===== src/rtl/b58enc_pkg.sv =====
package b58enc_pkg;

  localparam int unsigned NumWidth  = 32;
  localparam int unsigned DigWidth  = 6;
  localparam int unsigned SymWidth  = 7;
  localparam int unsigned MaxDigits = 6;
  localparam int unsigned CntWidth  = 3;

  // floor(x / 58) == (x * Recip) >> RecipShift for every 32-bit x
  localparam logic [NumWidth-1:0] Recip      = 32'd2369637129;
  localparam int unsigned         RecipShift = 37;
  localparam int unsigned         QuotWidth  = 2 * NumWidth - RecipShift;

  localparam logic [58*8-1:0] Alphabet =
    "123456789abcdefghijkmnopqrstuvwxyzABCDEFGHJKLMNPQRSTUVWXYZ";

  typedef struct packed {
    logic load;
    logic mul;
    logic div;
    logic emit;
  } cmd_t;

  typedef struct packed {
    logic quot_zero;
    logic last_digit;
  } sts_t;

  function automatic logic [SymWidth-1:0] b58_char(input logic [DigWidth-1:0] d);
    logic [8:0] ofs;
    ofs = {6'd57 - d, 3'b000};
    return Alphabet[ofs +: SymWidth];
  endfunction

endpackage


===== src/rtl/b58enc_ctrl.sv =====
module b58enc_ctrl import b58enc_pkg::*; (
  input  logic clk_i,
  input  logic rst_ni,
  input  logic start,
  output logic busy,
  input  sts_t sts_i,
  output cmd_t cmd_o
);

  typedef enum logic [3:0] {
    StIdle = 4'b0001,
    StMul  = 4'b0010,
    StDiv  = 4'b0100,
    StEmit = 4'b1000
  } state_e;

  state_e state_q, state_d;

  always_comb begin
    state_d = state_q;
    cmd_o   = '0;
    case (state_q)
      StIdle: begin
        if (start) begin
          cmd_o.load = 1'b1;
          state_d    = StMul;
        end
      end
      StMul: begin
        cmd_o.mul = 1'b1;
        state_d   = StDiv;
      end
      StDiv: begin
        cmd_o.div = 1'b1;
        state_d   = sts_i.quot_zero ? StEmit : StMul;
      end
      StEmit: begin
        cmd_o.emit = 1'b1;
        if (sts_i.last_digit) begin
          state_d = StIdle;
        end
      end
      default: begin
        state_d = StIdle;
      end
    endcase
  end

  always_ff @(posedge clk_i or negedge rst_ni) begin
    if (!rst_ni) begin
      state_q <= StIdle;
    end else begin
      state_q <= state_d;
    end
  end

  assign busy = (state_q != StIdle);

endmodule


===== src/rtl/b58enc_dpath.sv =====
module b58enc_dpath import b58enc_pkg::*; (
  input  logic                clk_i,
  input  logic                rst_ni,
  input  cmd_t                cmd_i,
  output sts_t                sts_o,
  input  logic [NumWidth-1:0] number_i,
  output logic [SymWidth-1:0] symbol_o,
  output logic                final_symbol_o,
  output logic                symbol_valid_o
);

  logic [NumWidth-1:0]  val_q;
  logic [QuotWidth-1:0] quot_q;
  logic [DigWidth-1:0]  dig_q [MaxDigits];
  logic [CntWidth-1:0]  ndig_q;
  logic [SymWidth-1:0]  sym_q;
  logic                 fin_q;
  logic                 vld_q;

  logic [2*NumWidth-1:0] prod;
  logic [NumWidth:0]     quot_x58;
  logic [NumWidth-1:0]   rem_full;
  logic [DigWidth-1:0]   rem;

  assign prod = {{NumWidth{1'b0}}, val_q} * {{NumWidth{1'b0}}, Recip};

  // q * 58 = q*64 - q*4 - q*2
  assign quot_x58 = {quot_q, 6'b0} - {4'b0, quot_q, 2'b0} - {5'b0, quot_q, 1'b0};
  assign rem_full = val_q - quot_x58[NumWidth-1:0];
  assign rem      = rem_full[DigWidth-1:0];

  assign sts_o.quot_zero  = (quot_q == '0);
  assign sts_o.last_digit = (ndig_q == CntWidth'(1));

  always_ff @(posedge clk_i) begin
    if (cmd_i.load) begin
      val_q <= number_i;
    end else if (cmd_i.div) begin
      val_q <= {{(NumWidth-QuotWidth){1'b0}}, quot_q};
    end
    if (cmd_i.mul) begin
      quot_q <= prod[2*NumWidth-1:RecipShift];
    end
    // digit stack: push on divide, pop on emit, top at index 0
    if (cmd_i.div) begin
      dig_q[0] <= rem;
      for (int i = 1; i < MaxDigits; i++) begin
        dig_q[i] <= dig_q[i-1];
      end
    end else if (cmd_i.emit) begin
      for (int i = 0; i < MaxDigits - 1; i++) begin
        dig_q[i] <= dig_q[i+1];
      end
    end
    if (cmd_i.emit) begin
      sym_q <= b58_char(dig_q[0]);
      fin_q <= sts_o.last_digit;
    end
  end

  always_ff @(posedge clk_i or negedge rst_ni) begin
    if (!rst_ni) begin
      ndig_q <= '0;
      vld_q  <= 1'b0;
    end else begin
      vld_q <= cmd_i.emit;
      if (cmd_i.load) begin
        ndig_q <= '0;
      end else if (cmd_i.div) begin
        ndig_q <= ndig_q + CntWidth'(1);
      end else if (cmd_i.emit) begin
        ndig_q <= ndig_q - CntWidth'(1);
      end
    end
  end

  assign symbol_o       = sym_q;
  assign final_symbol_o = fin_q;
  assign symbol_valid_o = vld_q;

endmodule


===== src/rtl/base58_encode_word.sv =====
// Base-58 encoder for one unsigned 32-bit word.
// Input: drive number_i and raise start; the transaction is taken at a
// clock edge where start is high and busy is low. busy stays high until
// the cycle that carries the last character of that value.
// Output: one ASCII character per cycle on symbol_o, most significant
// digit first, qualified by symbol_valid_o; final_symbol_o marks the last
// character. A value of n digits (1..6, zero gives the single '1') yields
// n back-to-back strobes.
// Sequence: each digit passes through the divide loop as a reciprocal
// multiply (StMul), then a remainder step (StDiv); the characters follow
// in the emit sequence (StEmit), each registered before symbol_o. The block
// takes no new value until the divide loop and the emit sequence are done
// and the control is back in idle. The receiver cannot stall; every strobe
// is one transaction.
// Reset: asynchronous, active low; returns to idle and drops the strobe.
module base58_encode_word import b58enc_pkg::*; (
  input  logic                clk_i,
  input  logic                rst_ni,
  input  logic                start,
  output logic                busy,
  input  logic [NumWidth-1:0] number_i,
  output logic [SymWidth-1:0] symbol_o,
  output logic                final_symbol_o,
  output logic                symbol_valid_o
);

  cmd_t cmd;
  sts_t sts;

  b58enc_ctrl u_ctrl (
    .clk_i (clk_i),
    .rst_ni(rst_ni),
    .start (start),
    .busy  (busy),
    .sts_i (sts),
    .cmd_o (cmd)
  );

  b58enc_dpath u_dpath (
    .clk_i         (clk_i),
    .rst_ni        (rst_ni),
    .cmd_i         (cmd),
    .sts_o         (sts),
    .number_i      (number_i),
    .symbol_o      (symbol_o),
    .final_symbol_o(final_symbol_o),
    .symbol_valid_o(symbol_valid_o)
  );

`ifndef NO_ASSERTIONS
  a_start_busy: assert property (@(posedge clk_i) disable iff (!rst_ni)
    start && !busy |=> busy)
    else $error("busy not raised after accepted transaction");

  a_sym_range: assert property (@(posedge clk_i) disable iff (!rst_ni)
    symbol_valid_o |-> (symbol_o >= 7'd49) && (symbol_o <= 7'd122))
    else $error("symbol outside alphabet range");

  a_burst: assert property (@(posedge clk_i) disable iff (!rst_ni)
    symbol_valid_o && !final_symbol_o |=> symbol_valid_o)
    else $error("gap inside character burst");

  a_gap: assert property (@(posedge clk_i) disable iff (!rst_ni)
    symbol_valid_o && final_symbol_o |=> !symbol_valid_o)
    else $error("strobe right after final character");
`endif

endmodule

===== config.mk =====
export PLATFORM = sky130hd
export DESIGN_NAME = base58_encode_word
export DESIGN_NICKNAME = d
export VERILOG_FILES = /design/src/rtl/b58enc_pkg.sv /design/src/rtl/b58enc_ctrl.sv /design/src/rtl/b58enc_dpath.sv /design/src/rtl/base58_encode_word.sv
export SDC_FILE = /design/constraint.sdc
export NUM_CORES = 1
export LEC_CHECK = 0
export BUFFER_PORTS_ARGS = -buffer_cell sky130_fd_sc_hd__buf_2
export CORE_MARGIN = 2
export CORE_UTILIZATION = 60
export CTS_CLUSTER_SIZE = 24
export DETAILED_ROUTE_END_ITERATION = 10
export GPL_ROUTABILITY_DRIVEN = 1
export MAX_ROUTING_LAYER = met4
export PLACE_DENSITY = 0.81
export SKIP_CTS_REPAIR_TIMING = 1
export SLEW_MARGIN = 20
export SYNTH_ARGS = -nofsm -noshare
export SYNTH_HDL_FRONTEND = slang
export SYNTH_SLANG_ARGS = --single-unit

===== constraint.sdc =====
create_clock -name clk_i -period 6.85 [get_ports clk_i]
set_input_delay 0.685 -clock clk_i [delete_from_list [all_inputs] [get_ports clk_i]]
set_output_delay 0.685 -clock clk_i [all_outputs]
set_load 0.03 [all_outputs]

==> out/results.ini <==
[outcome]
status=finished, violations left
violations_in_the_final_reports=setup timing

[die]
fp.dieArea_um2=38900
core_region_area_um2=36700
rows=70
fp.dieW_um=197
num_io_pins=45
initial_util=0.610
die_height_um=197

[sta]
timing.setup.tns_ns=-4.90
post_layout_worst_setup_margin_ns=-0.371
clock-skew-final_ns=0.0202
rsz_0062_raised_after_global_routing=yes
actual_transition_at_the_worst_max_transition_pin_ns=1.10
maxSlewViolCount=0
final_min_period_over_clock_period=1.05
hold_viol_final=0
finalCriticalPeriod_ns=7.22
fmaxAchievable_mhz=138
slew-limit-headroom=0.265
setup-violations-final=23

[min_path]
hold_class=in -> async

[synthesis]
synth_top_family_by_area=adder cells
synth_top_cells_by_count=inv_1, fa_1, ha_1, nand2_1, edfxtp_1
synth.largest_area_cell=fa_1
synth_simple_gate_area_frac=0.0541
synth_enable_flop_cells=103
yosysMostFrequentCell=inv_1
synthXorXnorAreaFrac=0.0184
syn_inst=2115
synth-seq-cells=111
yosys_warnings=0
avgSynthCellArea_um2=10.6
synth_area_leaders=fa_1, ha_1, edfxtp_1
synth-compound-area-share=0.0592
syn_nets=2975
share_of_synthesized_area_occupied_by_flip_flops_and_latches=0.147
yosys.area_share.adder=0.600
post_synth_num_cell_types=67
muxShareOfSynthArea=0.0139
synth.cell_area_um2=22400
synth_async_sr_flop_share=0.0721
postSynth.topFlopCell=edfxtp_1
synth_top_area_share=0.370

[finish]
area_delta_synth_final_pct=12.7
design_area_um2=25200
postLayoutCoreUtil=0.688
design.final.nets=3197
drive_above_1_share=0.153

[worst_setup_path]
timing.critical_path.required_ns=6.97
worst-setup-path-type=reg -> reg
worst-path-max-fanout=5
worstSetupEndpointType=register
start_kind=register
worst_ep_arrival_time_ns=7.34

[drt]
drc=0
routed_wl_um=60500
drt_pre_antenna_iters=5
detail-route-antenna-nets=0
initialDrtViolationCount=1035
drt-vias-per-instance=5.54
avg_wl_per_cell_um=21.5
num_vias=15600

[grt]
grt_antenna_before_repair=0
via_count_of_the_first_global_routing_pass=17200
grt_first_pass_wirelength_um=95500
maximum_number_of_pins_on_one_net_before_global_route_repair=49
global_route_total_usage_across_every_layer=0.341
global_route.overflow_total=0

[place]
post_dp_cell_area_um2=24400
gp_routability_congestion=1.01
dpl_worst_slack_ns=-0.292
dp.final_hpwl_um=53000
numPortBuffers=44

[run]
drv.max_cap_violation_count=0

[clocking]
cts_buffer_depth=2
htree_levels=3
cts-buffers-inserted=9
clock_insertion_delay_worst_skew_ns=0.38
clock_root_buffer=clkbuf_16
cts.clk_slew.worst_paths_ns=0.10
clock-sinks=111
cts_tree=built

==> cells in the final DEF, fill, tap and decap left out, types with 10 or more instances in the layout <==
cell and count:
xnor2_1 26, a21oi_2 11, buf_2 44, nand3_1 13, nand4_1 10, nor3_1 18
mux2_2 24, fa_1 405, nor2_1 42, buf_4 182, a21o_1 27, ha_1 401
xor2_1 19, edfxtp_1 103, a21oi_1 44, o21ai_0 37, inv_2 17, inv_1 600
nand2_1 124
==> worst paths after layout <==
kind / start / to / slack, ns / cells after the start
min: rst_ni / u_dpath.symbol_valid_o / 0.13 / 1
max: u_dpath.val_q[16] / u_dpath.quot_q[23] / -0.37 / 24
min in group clk_i: u_dpath.dig_q[4][5] / u_dpath.dig_q[5][5] / 0.45 / 0
min reg2reg: u_dpath.dig_q[4][5] / u_dpath.dig_q[5][5] / 0.45 / 0
max in group asynchronous: rst_ni / u_ctrl.state_q[0] / 6.47 / 1
max reg2reg: u_dpath.val_q[16] / u_dpath.quot_q[23] / -0.37 / 24
==> critical path, stage by stage, from the launching register on <==
cell and delay, ns:
edfxtp_1 0.42, inv_4 0.08, fa_1 0.54, inv_2 0.04
fa_1 0.51, inv_2 0.04, fa_2 0.52, fa_1 0.43
fa_1 0.54, inv_1 0.06, fa_1 0.46, fa_1 0.53
inv_1 0.06, fa_1 0.51, inv_2 0.05, ha_4 0.29
nand4_4 0.13, nor3_4 0.29, o311ai_4 0.16, o32a_1 0.37
a21boi_4 0.28, a311oi_4 0.14, buf_6 0.17, o41ai_4 0.21
xnor2_1 0.11
==> routing by layer <==
| metal | up-vias | global-route usage | wire, um |
|---|---|---|---|
| li1 | 7049 | - | - |
| met1 | 7847 | 0.430 | 24200 |
| met2 | 540 | 0.561 | 29400 |
| met3 | 148 | 0.0463 | 3710 |
| met4 | 0 | 0.136 | 3170 |
| met5 | - | - | 0 |
==> registers in the layout (all words and copies together), names as in the netlist <==
register	count
u_ctrl.state_q	4
u_dpath.dig_q	36
u_dpath.final_symbol_o	1
u_dpath.ndig_q	3
u_dpath.quot_q	27
u_dpath.symbol_o	7
u_dpath.symbol_valid_o	1
u_dpath.val_q	32
==> area by class of cell <==
class / count / area [um^2]
multi-input combinational: 1363 / 17000
fill: 2718 / 11500
sequential: 111 / 3290
inverter: 621 / 2340
timing repair buffer: 231 / 1650
tap: 468 / 586
clock buffer: 9 / 225
clock inverter: 7 / 93.8
antenna: 1 / 2.50
==> through the flow <==
step | instances | hold WS [ns]
6_report | 2811 | 0.130
5_1_grt | 2810 | 0.150
4_1_cts | 2786 | 0.136
3_5_place_dp | 2770 | 0.432
3_3_place_gp | 2770 | 0.424
2_1_floorplan | 2115 | 0.389
==> cells by family (layout without fill, tap and decap cells) <==
| family | after synthesis | in the layout |
|---|---|---|
| adders and majority gates | 825 | 825 |
| AOI/OAI and AO/OA | 201 | 201 |
| DFF | 111 | 111 |
| xor gates and xnor gates | 47 | 47 |
| buffers and inverters | 641 | 868 |
| and+or+nand+nor | 262 | 262 |
| muxes | 28 | 28 |
| other | 0 | 1 |
Power is not shown: default switching activity piles up to over one toggle a cycle in this logic, so the estimate is an artifact.
